--- config.mk ---
export PLATFORM = sky130hd
export DESIGN_NAME = utf16_to_utf8_transcoder_top
export DESIGN_NICKNAME = d
export VERILOG_FILES = /design/src/rtl/u16u8_pkg.sv /design/src/rtl/u16u8_front.sv /design/src/rtl/u16u8_fifo.sv /design/src/rtl/u16u8_back.sv /design/src/rtl/utf16_to_utf8_transcoder_top.sv
export SDC_FILE = /design/constraint.sdc
export NUM_CORES = 1
export LEC_CHECK = 0
export ABC_AREA = 1
export BUFFER_PORTS_ARGS = -buffer_cell sky130_fd_sc_hd__buf_2
export CORE_ASPECT_RATIO = 1.25
export CORE_MARGIN = 1
export CORE_UTILIZATION = 60
export DETAILED_ROUTE_END_ITERATION = 10
export HOLD_SLACK_MARGIN = 0.1
export PLACE_DENSITY = 0.78
export SLEW_MARGIN = 20
export SYNTH_ARGS = -nofsm -noshare
export SYNTH_HDL_FRONTEND = slang
export SYNTH_HIERARCHICAL = 1
export SYNTH_SLANG_ARGS = --single-unit
--- constraint.sdc ---
create_clock -name clk -period 6.6 [get_ports clk]
set_clock_uncertainty 0.05 [all_clocks]
set_input_delay 1.32 -clock clk [delete_from_list [all_inputs] [get_ports clk]]
set_output_delay 1.32 -clock clk [all_outputs]
set_load 0.05 [all_outputs]
--- src/rtl/u16u8_pkg.sv ---
// shared types, constants and the code point encoder for the utf-16 to utf-8 transcoder
// no dependencies; imported by every module of the block
`default_nettype none

package u16u8_pkg;

    // longest byte run one code unit can produce
    localparam int RUN_MAX     = 6;
    localparam int RUN_CNT_W   = 3;
    // default depth of the queue between front and back
    localparam int QUEUE_DEPTH = 4;

    // replacement byte and utf-16 surrogate bounds
    localparam logic [7:0]  QMARK      = 8'h3f;
    localparam logic [15:0] HIGH_FIRST = 16'hd800;
    localparam logic [15:0] LOW_FIRST  = 16'hdc00;
    localparam logic [15:0] LOW_END    = 16'he000;
    localparam logic [31:0] PAIR_BASE  = 32'h0001_0000;

    // utf-8 lead and continuation marks
    localparam logic [7:0] CONT_MARK  = 8'h80;
    localparam logic [7:0] LEAD2_MARK = 8'hc0;
    localparam logic [7:0] LEAD3_MARK = 8'he0;
    localparam logic [7:0] LEAD4_MARK = 8'hf0;
    localparam logic [7:0] LEAD5_MARK = 8'hf8;
    localparam logic [7:0] LEAD6_MARK = 8'hfc;

    // one input word
    typedef struct packed {
        logic [31:0] code_unit;
        logic        end_of_string;
    } in_word_t;

    // one output word
    typedef struct packed {
        logic [7:0] out_byte;
        logic       last_of_run;
    } out_word_t;

    // bytes produced for one input word, first byte at index 0
    typedef struct packed {
        logic [RUN_CNT_W-1:0]         count;
        logic [RUN_MAX-1:0][7:0]      bytes;
    } run_t;

    // continuation byte carrying six bits of a code point
    function automatic logic [7:0] cont_byte(input logic [5:0] bits);
        cont_byte = CONT_MARK | {2'b00, bits};
    endfunction

    // legacy utf-8 encoding, one to six bytes, bit 31 dropped
    function automatic run_t encode_cp(input logic [31:0] cp);
        run_t r;
        r = '0;
        if (cp < 32'h80)
        begin
            r.count    = 3'd1;
            r.bytes[0] = cp[7:0];
        end
        else if (cp < 32'h800)
        begin
            r.count    = 3'd2;
            r.bytes[0] = LEAD2_MARK | {3'b000, cp[10:6]};
            r.bytes[1] = cont_byte(cp[5:0]);
        end
        else if (cp < 32'h1_0000)
        begin
            r.count    = 3'd3;
            r.bytes[0] = LEAD3_MARK | {4'b0000, cp[15:12]};
            r.bytes[1] = cont_byte(cp[11:6]);
            r.bytes[2] = cont_byte(cp[5:0]);
        end
        else if (cp < 32'h20_0000)
        begin
            r.count    = 3'd4;
            r.bytes[0] = LEAD4_MARK | {5'b00000, cp[20:18]};
            r.bytes[1] = cont_byte(cp[17:12]);
            r.bytes[2] = cont_byte(cp[11:6]);
            r.bytes[3] = cont_byte(cp[5:0]);
        end
        else if (cp < 32'h400_0000)
        begin
            r.count    = 3'd5;
            r.bytes[0] = LEAD5_MARK | {6'b000000, cp[25:24]};
            r.bytes[1] = cont_byte(cp[23:18]);
            r.bytes[2] = cont_byte(cp[17:12]);
            r.bytes[3] = cont_byte(cp[11:6]);
            r.bytes[4] = cont_byte(cp[5:0]);
        end
        else
        begin
            r.count    = 3'd6;
            r.bytes[0] = LEAD6_MARK | {7'b0000000, cp[30]};
            r.bytes[1] = cont_byte(cp[29:24]);
            r.bytes[2] = cont_byte(cp[23:18]);
            r.bytes[3] = cont_byte(cp[17:12]);
            r.bytes[4] = cont_byte(cp[11:6]);
            r.bytes[5] = cont_byte(cp[5:0]);
        end
        encode_cp = r;
    endfunction

endpackage

`default_nettype wire

--- src/rtl/u16u8_front.sv ---
// front end: takes code units, tracks surrogate state and builds the byte run for each word
// depends on u16u8_pkg
`default_nettype none

module u16u8_front (
    input  wire logic                clk,
    input  wire logic                rst_n,
    input  wire logic                cfg_write,
    input  wire logic                cfg_data,
    input  wire logic                unit_valid,
    output logic                     unit_ready,
    input  wire u16u8_pkg::in_word_t unit_word,
    output logic                     push_valid,
    input  wire logic                push_ready,
    output u16u8_pkg::run_t          push_run
);
    import u16u8_pkg::*;

    logic       utf32_reg;
    logic [9:0] held_reg, held_next;
    logic       pending_reg, pending_next;
    logic       skip_reg, skip_next;

    logic        accept;
    logic [15:0] w;
    logic        is_low, is_high;
    logic [31:0] pair_cp;
    run_t        enc_unit, enc_w, enc_pair;
    run_t        body;
    logic        pre, suf;
    run_t        run;
    logic [RUN_CNT_W-1:0] pos;

    assign accept     = unit_valid && unit_ready;
    assign unit_ready = push_ready;

    // classification of the incoming unit
    assign w        = unit_word.code_unit[15:0];
    assign is_low   = (w >= LOW_FIRST) && (w < LOW_END);
    assign is_high  = (w >= HIGH_FIRST) && (w < LOW_FIRST);
    assign pair_cp  = 32'({held_reg, w[9:0]}) + PAIR_BASE;
    assign enc_unit = encode_cp(unit_word.code_unit);
    assign enc_w    = encode_cp({16'h0000, w});
    assign enc_pair = encode_cp(pair_cp);

    // body bytes, leading and trailing replacement, next surrogate state
    always_comb
    begin
        body         = '0;
        pre          = 1'b0;
        suf          = 1'b0;
        held_next    = held_reg;
        pending_next = pending_reg;
        skip_next    = skip_reg;
        if (utf32_reg)
        begin
            body         = enc_unit;
            pending_next = 1'b0;
            skip_next    = 1'b0;
            held_next    = '0;
        end
        else if (pending_reg && is_low)
        begin
            body         = enc_pair;
            pending_next = 1'b0;
            skip_next    = 1'b0;
        end
        else
        begin
            pre          = pending_reg;
            pending_next = 1'b0;
            if (is_low)
            begin
                if (!skip_reg)
                begin
                    body.count    = 3'd1;
                    body.bytes[0] = QMARK;
                end
                skip_next = 1'b1;
            end
            else
            begin
                skip_next = 1'b0;
                if (is_high)
                begin
                    held_next    = w[9:0];
                    pending_next = 1'b1;
                    suf          = unit_word.end_of_string;
                end
                else
                begin
                    body = enc_w;
                end
            end
        end
        // end of string flushes all surrogate state
        if (unit_word.end_of_string)
        begin
            held_next    = '0;
            pending_next = 1'b0;
            skip_next    = 1'b0;
        end
    end

    // place leading '?', body and trailing '?' into one run
    always_comb
    begin
        run       = '0;
        pos       = '0;
        run.count = RUN_CNT_W'({2'b00, pre}) + body.count + RUN_CNT_W'({2'b00, suf});
        for (int i = 0; i < RUN_MAX; i++)
        begin
            pos = RUN_CNT_W'(i) - RUN_CNT_W'({2'b00, pre});
            if (pre && (i == 0))
                run.bytes[i] = QMARK;
            else if (pos < body.count)
                run.bytes[i] = body.bytes[pos];
            else
                run.bytes[i] = QMARK;
        end
    end

    assign push_valid = accept && (run.count != '0);
    assign push_run   = run;

    // mode register and surrogate state
    always_ff @(posedge clk or negedge rst_n)
    begin
        if (!rst_n)
        begin
            utf32_reg   <= 1'b0;
            held_reg    <= '0;
            pending_reg <= 1'b0;
            skip_reg    <= 1'b0;
        end
        else
        begin
            if (cfg_write)
                utf32_reg <= cfg_data;
            if (accept)
            begin
                held_reg    <= held_next;
                pending_reg <= pending_next;
                skip_reg    <= skip_next;
            end
        end
    end

    // a held high surrogate and swallowing of lows never coexist
    a_state_exclusive: assert property (@(posedge clk) disable iff (!rst_n)
        !(pending_reg && skip_reg))
        else $error("high surrogate held while swallowing lows");

    // direct mode leaves no surrogate state behind
    a_utf32_clears: assert property (@(posedge clk) disable iff (!rst_n)
        (accept && utf32_reg) |=> (!pending_reg && !skip_reg))
        else $error("surrogate state survived a direct-mode word");

    // every queued run fits the queue entry
    a_run_fits: assert property (@(posedge clk) disable iff (!rst_n)
        push_valid |-> (push_run.count <= RUN_CNT_W'(RUN_MAX)))
        else $error("byte run longer than six bytes");

endmodule

`default_nettype wire

--- src/rtl/u16u8_fifo.sv ---
// short queue of byte runs between the front end and the byte serialiser
// depends on u16u8_pkg
`default_nettype none

module u16u8_fifo #(
    parameter int DEPTH = u16u8_pkg::QUEUE_DEPTH
) (
    input  wire logic            clk,
    input  wire logic            rst_n,
    input  wire logic            push_valid,
    output logic                 push_ready,
    input  wire u16u8_pkg::run_t push_run,
    output logic                 pop_valid,
    input  wire logic            pop_ready,
    output u16u8_pkg::run_t      pop_run
);
    import u16u8_pkg::*;

    localparam int PTR_W = (DEPTH > 1) ? $clog2(DEPTH) : 1;
    localparam int CNT_W = $clog2(DEPTH + 1);
    localparam logic [PTR_W-1:0] LAST_PTR = PTR_W'(DEPTH - 1);

    run_t             store_reg [DEPTH];
    logic [PTR_W-1:0] wr_ptr_reg, rd_ptr_reg;
    logic [CNT_W-1:0] count_reg;
    logic             push, pop;

    assign push_ready = (count_reg != CNT_W'(DEPTH));
    assign pop_valid  = (count_reg != '0);
    assign push       = push_valid && push_ready;
    assign pop        = pop_valid && pop_ready;
    assign pop_run    = store_reg[rd_ptr_reg];

    // entry storage
    always_ff @(posedge clk)
    begin
        if (push)
            store_reg[wr_ptr_reg] <= push_run;
    end

    // pointers and fill count
    always_ff @(posedge clk or negedge rst_n)
    begin
        if (!rst_n)
        begin
            wr_ptr_reg <= '0;
            rd_ptr_reg <= '0;
            count_reg  <= '0;
        end
        else
        begin
            if (push)
                wr_ptr_reg <= (wr_ptr_reg == LAST_PTR) ? '0 : wr_ptr_reg + PTR_W'(1);
            if (pop)
                rd_ptr_reg <= (rd_ptr_reg == LAST_PTR) ? '0 : rd_ptr_reg + PTR_W'(1);
            unique case ({push, pop})
                2'b10:   count_reg <= count_reg + CNT_W'(1);
                2'b01:   count_reg <= count_reg - CNT_W'(1);
                default: count_reg <= count_reg;
            endcase
        end
    end

    // fill count stays within depth
    a_count_bound: assert property (@(posedge clk) disable iff (!rst_n)
        count_reg <= CNT_W'(DEPTH))
        else $error("queue fill count beyond depth");

    // a lone push raises the fill count by one
    a_push_counts: assert property (@(posedge clk) disable iff (!rst_n)
        (push && !pop) |=> (count_reg == $past(count_reg) + CNT_W'(1)))
        else $error("queue fill count missed a push");

endmodule

`default_nettype wire

--- src/rtl/u16u8_back.sv ---
// byte serialiser: walks the run at the head of the queue, one byte per cycle while byte_ready holds
// depends on u16u8_pkg
`default_nettype none

module u16u8_back (
    input  wire logic            clk,
    input  wire logic            rst_n,
    input  wire logic            pop_valid,
    output logic                 pop_ready,
    input  wire u16u8_pkg::run_t pop_run,
    output logic                 byte_valid,
    input  wire logic            byte_ready,
    output u16u8_pkg::out_word_t byte_word
);
    import u16u8_pkg::*;

    logic [RUN_CNT_W-1:0] idx_reg;
    logic                 out_valid_reg;
    out_word_t            out_word_reg;
    logic                 load, last;

    // next byte moves into the output register when it is free or being taken
    assign load      = pop_valid && (!out_valid_reg || byte_ready);
    assign last      = (idx_reg == (pop_run.count - RUN_CNT_W'(1)));
    assign pop_ready = load && last;

    assign byte_valid = out_valid_reg;
    assign byte_word  = out_word_reg;

    // output payload
    always_ff @(posedge clk)
    begin
        if (load)
        begin
            out_word_reg.out_byte    <= pop_run.bytes[idx_reg];
            out_word_reg.last_of_run <= last;
        end
    end

    // byte index and output valid
    always_ff @(posedge clk or negedge rst_n)
    begin
        if (!rst_n)
        begin
            idx_reg       <= '0;
            out_valid_reg <= 1'b0;
        end
        else
        begin
            if (load)
                idx_reg <= last ? '0 : idx_reg + RUN_CNT_W'(1);
            if (load)
                out_valid_reg <= 1'b1;
            else if (byte_ready)
                out_valid_reg <= 1'b0;
        end
    end

    // the index never runs past the run at the head
    a_idx_in_run: assert property (@(posedge clk) disable iff (!rst_n)
        pop_valid |-> (idx_reg < pop_run.count))
        else $error("byte index beyond the head run");

endmodule

`default_nettype wire

--- src/rtl/utf16_to_utf8_transcoder_top.sv ---
// top level of the utf-16 / utf-32 to utf-8 transcoder
// depends on u16u8_pkg, u16u8_front, u16u8_fifo and u16u8_back
`default_nettype none

// Takes one code unit per word on the unit channel and gives utf-8 bytes, one per word, on
// the byte channel, with last_of_run set on the final byte caused by each unit. A unit is
// accepted in every cycle while the run queue (QUEUE_DEPTH entries) has room; units that
// cause no bytes (a held high surrogate, a swallowed low surrogate) never enter the queue.
// The serialiser gives one byte per cycle while byte_ready holds; a unit with several bytes
// holds the byte port until its last byte is taken; plain ASCII runs at one unit per cycle
// without stalls. A unit's first byte passes through the run queue and the serialiser output
// register. cfg_data sets direct (utf-32) mode when 1; write it only while the block is idle.

module utf16_to_utf8_transcoder_top #(
    parameter int QUEUE_DEPTH = u16u8_pkg::QUEUE_DEPTH
) (
    input  wire logic                clk,
    input  wire logic                rst_n,
    input  wire logic                cfg_write,
    input  wire logic                cfg_data,
    input  wire logic                unit_valid,
    output logic                     unit_ready,
    input  wire u16u8_pkg::in_word_t unit_word,
    output logic                     byte_valid,
    input  wire logic                byte_ready,
    output u16u8_pkg::out_word_t     byte_word
);
    import u16u8_pkg::*;

    logic push_valid, push_ready;
    logic pop_valid, pop_ready;
    run_t push_run, pop_run;

    // classification and run building
    u16u8_front u_front (
        .clk        (clk),
        .rst_n      (rst_n),
        .cfg_write  (cfg_write),
        .cfg_data   (cfg_data),
        .unit_valid (unit_valid),
        .unit_ready (unit_ready),
        .unit_word  (unit_word),
        .push_valid (push_valid),
        .push_ready (push_ready),
        .push_run   (push_run)
    );

    // run queue
    u16u8_fifo #(
        .DEPTH (QUEUE_DEPTH)
    ) u_fifo (
        .clk        (clk),
        .rst_n      (rst_n),
        .push_valid (push_valid),
        .push_ready (push_ready),
        .push_run   (push_run),
        .pop_valid  (pop_valid),
        .pop_ready  (pop_ready),
        .pop_run    (pop_run)
    );

    // byte serialiser
    u16u8_back u_back (
        .clk        (clk),
        .rst_n      (rst_n),
        .pop_valid  (pop_valid),
        .pop_ready  (pop_ready),
        .pop_run    (pop_run),
        .byte_valid (byte_valid),
        .byte_ready (byte_ready),
        .byte_word  (byte_word)
    );

endmodule

`default_nettype wire

Word-level counts from Yosys, hierarchy flattened --
Memories as Yosys holds them, arrays and structs flattened. Cells that the tools add are included.
Storage, ports and cells: flip-flop bits (word level) 33, bits in latches 0, RAM bits 204, memory bits (read-only) 0, input bits 39, output and inout bits 11, word-level logic and storage cells 182, memories 1
Cells by class: $add $sub $neg 15, $mul 0, div/mod/pow operators 0, order comparisons 29, equal/unequal tests 8, shifts and indexed selects 0, mux-type cells 101, bitwise operators 0, reduce and logical (&&, ||, !) cells 17
Memories:
- u_fifo.store_reg | depth 4, bits a word 51, read ports 1, clocked after Yosys merged registers in 0, write ports 1, RTL line u16u8_fifo.sv:23 | run_t store_reg [DEPTH];
Operator list (count):
- $mux W40 | 11
- $bmux W8 S3 | 7
- $mux W8 | 21
- $mux W51 | 3
- $mux W32 | 4
- $mux W24 | 4
- $mux W16 | 5
- $mux W38 | 2
- $lt A32 B12 Y1 const B | 2
- $lt A32 B17 Y1 const B | 2
- $lt A32 B22 Y1 const B | 2
- $lt A32 B27 Y1 const B | 2
- $lt A32 B8 Y1 const B | 2
- $mux W10 | 5
- $ge A16 B16 Y1 const B | 2
- $lt A16 B16 Y1 const B | 2
- $mux W3 | 10
- $lt A3 B4 Y1 const B | 7
- $add A20 B17 Y21 const B | 1
- $mux W1 | 21
- $lt A3 B3 Y1 | 6
- $lt A16 B12 Y1 const B | 1
- $lt A16 B8 Y1 const B | 1
- $mux W14 | 1
- other kinds (22) | 46

Longest topological paths before layout --
word-level depth 20, depth in mapped cells 28, gate-level depth less buffers 28

By module --
The synthesis kept the hierarchy.
Modules (own cells, without submodules):
- u16u8_fifo | instances 1, cells each 654, area each 8846.0 um^2, seq. area each 6301.0 um^2
- u16u8_front | instances 1, cells each 625, area each 3480.8 um^2, seq. area each 325.3 um^2
- u16u8_back | instances 1, cells each 158, area each 1043.5 um^2, seq. area each 370.4 um^2

Least setup slack after synthesis --
OpenSTA, ideal clock, no wires.
path kind input -> register, start in unit_word[9] in the netlist's numbering, end mem u_fifo/store_reg[0][0] in the netlist's numbering (enable), library setup time 0.460 ns, arrival time 5.622 ns, required time 6.090 ns, path slack 0.468 ns, stages on the path 18, buffers on the path 1, cells stage by stage buf_2 inv_1 nand3_1 nor2_2 nor2_1 o211ai_1 o21ai_0 nand2_1 o31ai_1 inv_1 fa_1 ha_1 or2_1 nand3_1 nand2_1 inv_1 nand2_2 nor2_1
Between the ends: longest elaborated chain between the ends 16, elaborated cells on any way between the ends 49, classes of those cells add/sub (3); order compare (16); mux (24); reduce/logical (6)
RTL lines:
- from (decl) | RTL line utf16_to_utf8_transcoder_top.sv:23 | input wire u16u8_pkg::in_word_t unit_word,
- $add A20 B17 Y21 | RTL line u16u8_front.sv:41 | assign pair_cp = 32'({held_reg, w[9:0]}) + PAIR_BASE;
- $lt A32 B27 Y1 | RTL line u16u8_pkg.sv:81 | else if (cp < 32'h400_0000)
- $mux W2 | RTL line u16u8_pkg.sv:81
- $mux W3 | RTL line u16u8_pkg.sv:73 | else if (cp < 32'h20_0000)
- $mux W3 | RTL line u16u8_pkg.sv:66 | else if (cp < 32'h1_0000)
- $mux W3 | RTL line u16u8_pkg.sv:60 | else if (cp < 32'h800)
- $mux W3 | RTL line u16u8_pkg.sv:55 | if (cp < 32'h80)
- $mux W51 | RTL line u16u8_front.sv:62 | else if (pending_reg && is_low)
- $mux W51 | RTL line u16u8_front.sv:55 | if (utf32_reg)
- $add A1 B3 Y3 | RTL line u16u8_front.sv:110 | run.count = RUN_CNT_W'({2'b00, pre}) + body.count + RUN_CNT_W'({2'b00, suf});
- $add A3 B1 Y3 (*) | RTL line u16u8_front.sv:110
- $reduce_bool A3 Y1 (*) | RTL line u16u8_front.sv:123 | assign push_valid = accept && (run.count != '0);
- $logic_and A1 B1 Y1 (*) | RTL line u16u8_front.sv:123
- net push_valid | RTL line utf16_to_utf8_transcoder_top.sv:30 | logic push_valid, push_ready;
- $logic_and A1 B1 Y1 (*) | RTL line u16u8_fifo.sv:30 | assign push = push_valid && push_ready;
- $mux W1 (*) | RTL line u16u8_fifo.sv:37 | if (push)
- $mux W1 (not written as such) (*) | RTL line u16u8_fifo.sv:38 | store_reg[wr_ptr_reg] <= push_run;
- to (decl) | RTL line u16u8_fifo.sv:23
The timed path passes the listed nets; every way through them passes the cells marked *.

Worst setup path after layout --
start reg u_front.held_reg[6], end mem u_fifo/store_reg[1][19] in the netlist's numbering (enable)
Between the ends: longest elaborated chain between the ends 16, elaborated cells on any way between the ends 20, classes of those cells add/sub (3); order compare (5); mux (9); reduce/logical (3)
RTL lines:
- from (decl) | RTL line u16u8_front.sv:20 | logic [9:0] held_reg, held_next;
- from (signal assigned) | RTL line u16u8_front.sv:142 | held_reg <= held_next;
- $add A20 B17 Y21 (*) | RTL line u16u8_front.sv:41
- $lt A32 B27 Y1 | RTL line u16u8_pkg.sv:81
- $mux W2 | RTL line u16u8_pkg.sv:81
- $mux W3 | RTL line u16u8_pkg.sv:73
- $mux W3 | RTL line u16u8_pkg.sv:66
- $mux W3 | RTL line u16u8_pkg.sv:60
- $mux W3 (*) | RTL line u16u8_pkg.sv:55
- $mux W51 (*) | RTL line u16u8_front.sv:62
- $mux W51 (*) | RTL line u16u8_front.sv:55
- $add A1 B3 Y3 (*) | RTL line u16u8_front.sv:110
- $add A3 B1 Y3 (*) | RTL line u16u8_front.sv:110
- $reduce_bool A3 Y1 (*) | RTL line u16u8_front.sv:123
- $logic_and A1 B1 Y1 (*) | RTL line u16u8_front.sv:123
- net push_valid | RTL line utf16_to_utf8_transcoder_top.sv:30
- $logic_and A1 B1 Y1 (*) | RTL line u16u8_fifo.sv:30
- $mux W1 (*) | RTL line u16u8_fifo.sv:37
- $mux W1 (not written as such) (*) | RTL line u16u8_fifo.sv:38
Marks and branches as above.

==> key figures <==
Floorplan
  • Die height: 168.9 um
  • Initial core utilization: 61.63%
  • Die width: 135.5 um
  • Row count: 60
  • Core region area: 21,700 um2
  • Die ar.: 22,890 um2
  • I/O pin count: 50

Setup path
  • Crit Path Max Fanout: 18
  • R2R depth: 21
  • Cells along the critical path: ha_1, nand3_1, nand2_1, nor2_4, nand3_4, inv_1, nand2_2, inv_1, o21ai_0, nand2_1, o31ai_1, inv_1, fa_1, ha_1, or2_1, nand3_1, nand2_1, inv_1, nand2_2, nor2_4, buf_4
  • Crit end category: flip-flop
  • Worst EP arrival: 4.99 ns
  • CP Class: reg2reg
  • Crit path max-delay cell type: dfrtp_1
  • Most common cell on crit path: inv_1
  • Worst path required time: 6.72 ns
  • Setup crit start kind: flip-flop
  • Max stage delay on crit path: slightly above 0.5 ns

Routing
  • Via count: ~11,000
  • Final WL: ~37,000 um
  • Starting DRT DRC Count: approximately 1,100
  • DRT Pass-1 Iters: 8
  • WL per Instance: 20.96 um
  • DRC viols: 0
  • Antenna-violating nets left: 0
  • Via-to-Cell Ratio: 5.975

Timing
  • Rel. slew slack: 34.40%
  • Post-route clock period utilization: 73.88%
  • Final WS setup: 1.724 ns
  • Setup TNS: 0 ns
  • Fin. max-slew vios: 0
  • Final setup fails: 0
  • RSZ-0062 raised after global routing: false
  • Fmax: a little over 200 MHz
  • Worst slew pin tran: 0.9840 ns
  • Final hold violation count: 0
  • Period minus WS final: 4.876 ns

Power
  • Worst IR Drop VDD: between 200 and 250 uV
  • PwrDens: roughly 370 nW/um2
  • P_leak: around 6 nW

Placement
  • # port buffers: 49
  • HPWL Detailed: 25,690 um
  • GP Congestion: 1.021
  • Dpl ws: 1.295 ns

Global routing
  • Initial antenna violation count: 0
  • Largest net degree at the start of global routing: 91
  • GR peak layer: met2
  • Global-route wire length before repair: around 58,000 um
  • GR Layer Usage met2: a little under three fifths
  • Gr ovfl total: 0
  • GRT Util Overall: 33.56%
  • GR Util met1: 40.83%
  • Vias in the first global route: about 10,000
  • Met3 Use GR: 3.744%

Cells and area
  • Share of cells above drive strength 1: between 10% and 20%
  • Max reg flops: 204
  • Most common cell after layout, fill and taps aside: nand2_1
  • Filler cell count: about 1,700
  • Highest-count cells in the layout ignoring fill and taps: nand2_1, edfxtp_1, inv_1, nor2_1, nand3_1
  • Synthesis-to-finish area growth: 7.468%
  • ANT cells: 0
  • Post-layout nets: 1,524

Synth
  • Mapped Cells: 1,437
  • Ys flop type: edfxtp_1
  • Syn. warnings: 6
  • Register area share after synthesis: 52.33%
  • Number of synthesized register bits: 237
  • Synth area leader: edfxtp_1
  • Dominant cells by area after synthesis: edfxtp_1, nand2_1, inv_1
  • Async SR Flop Fraction: around a tenth
  • Post-synth EDFFs: 213
  • Synth cell types: 50
  • Mapped Area: ~13,000 um2
  • Synth top area share: 47.84%
  • Syn Area/Cell: a little over 9 um2

Clock network
  • Clock root buffer master: clkbuf_16
  • Num CTS Buffers: 23
  • CTS tree: yes
  • Post-CTS Setup Bufs: 0
  • H-tree depth: 1
  • CTS sink cnt: ~240
  • CTS Hold Bufs: 0
  • CTS-repair resized insts: 0
  • Clock Path Buffers: 3
  • Clk slew on worst S/H paths: around 0.060 ns
  • Skew-Pair Late Insertion Delay: 0.51 ns

Job
  • Max-Cap Viols: 0

Worst hold path
  • Hold Crit Class: reg2reg
  • Hold path depth: 1

Status
  • Status: complete, no violations
[where the power goes]
group,total (W),switching [W],internal (W)
registers,0.00216,0.000143,0.00201
clock network,0.00121,0.000529,0.000683
logic,0.00188,0.00134,0.000540
[routing by layer]
| layer | share of wire, % | vias up |
|---|---|---|
| met5 | 0 | - |
| met2 | 49 | 548 |
| met1 | 38 | 4920 |
| met4 | 6.2 | 0 |
| met3 | 6.9 | 137 |
| li1 | - | 4917 |
[worst max-delay path: cells and delay by family, from the launching register on]
| kind | cells | cell delay, ns |
|---|---|---|
| and+or+nand+nor | 11 | 1.85 |
| buffers and inverters | 5 | 1.00 |
| adders and majority gates | 3 | 0.84 |
| DFF | 1 | 0.51 |
| AOI/OAI and AO/OA | 2 | 0.27 |
[metrics by stage]
step	std cells	area (um2)	hold slack, ns	util (%)	total power, W
floorplan	1440	13380	0.3998	-	0.003656
global placement	1720	13680	0.4162	63.06	0.003977
detailed placement	1720	13680	0.4335	63.06	0.004036
CTS	1761	14370	0.4463	66.23	0.005253
global route	1761	14370	0.4843	66.23	0.005560
finish	1761	14370	0.4404	66.23	0.005247
[synth_stat cells (3+ instances only)]
cell	number
inv_2	12
clkinv_1	3
buf_6	22
nor2_1	105
dfrtp_1	24
clkbuf_1	8
o31ai_1	4
buf_2	25
nand3_1	73
nand2_4	4
edfxtp_1	213
nand4_1	12
nor3_1	8
o22ai_1	32
nand2_1	394
a211oi_1	3
buf_4	8
ha_1	17
o211ai_2	51
o21ai_1	25
nand2_2	13
nor2_4	3
o21ai_0	45
inv_1	189
o211ai_1	63
a22oi_1	7
o21a_1	9
nand3_2	9
nor2_8	4
nor2_2	9
a21oi_1	18
[cells by family (layout without fill, tap and decap cells)]
logic type / after synthesis / after routing / synth area share (%)
XOR/XNOR: 1 / 1 / 0.06552
adder cells (fa/ha/maj): 19 / 19 / 1.890
AND/OR/NAND/NOR: 641 / 641 / 21.14
AO/OA/AOI/OAI: 266 / 266 / 15.09
other: 1 / 4 / 0.02805
buffers and inverters: 272 / 314 / 9.461
flip-flops: 237 / 237 / 52.33
[final timing paths]
check,start,to,slack (ns)
max,u_front/held_reg[6]$_DFFE_PN0P_,u_fifo/store_reg[1][19]$_DFFE_PP_,1.72
min,u_fifo/count_reg[0]$_DFFE_PN0P_,u_fifo/count_reg[0]$_DFFE_PN0P_,0.44
max reg2reg,u_front/held_reg[6]$_DFFE_PN0P_,u_fifo/store_reg[1][19]$_DFFE_PP_,1.72
min reg2reg,u_fifo/count_reg[0]$_DFFE_PN0P_,u_fifo/count_reg[0]$_DFFE_PN0P_,0.44
max in group asynchronous,rst_n,u_fifo/rd_ptr_reg[0]$_DFFE_PN0P_,5.29
min in group asynchronous,rst_n,u_front/held_reg[4]$_DFFE_PN0P_,0.76
[layout make-up]
| class | count | area (um2) | area share (%) |
|---|---|---|---|
| clock buffers | 29 | 598.1 | 4.162 |
| inverters | 207 | 783.3 | 5.451 |
| flip-flops and latches | 237 | 7002 | 48.73 |
| multi-input cells | 931 | 5150 | 35.84 |
| clock inverters | 12 | 88.84 | 0.6183 |
| repair buffers | 66 | 397.9 | 2.769 |
| well taps | 279 | 349.1 | 2.429 |
Note: power is estimated with default switching activity, not from simulation.
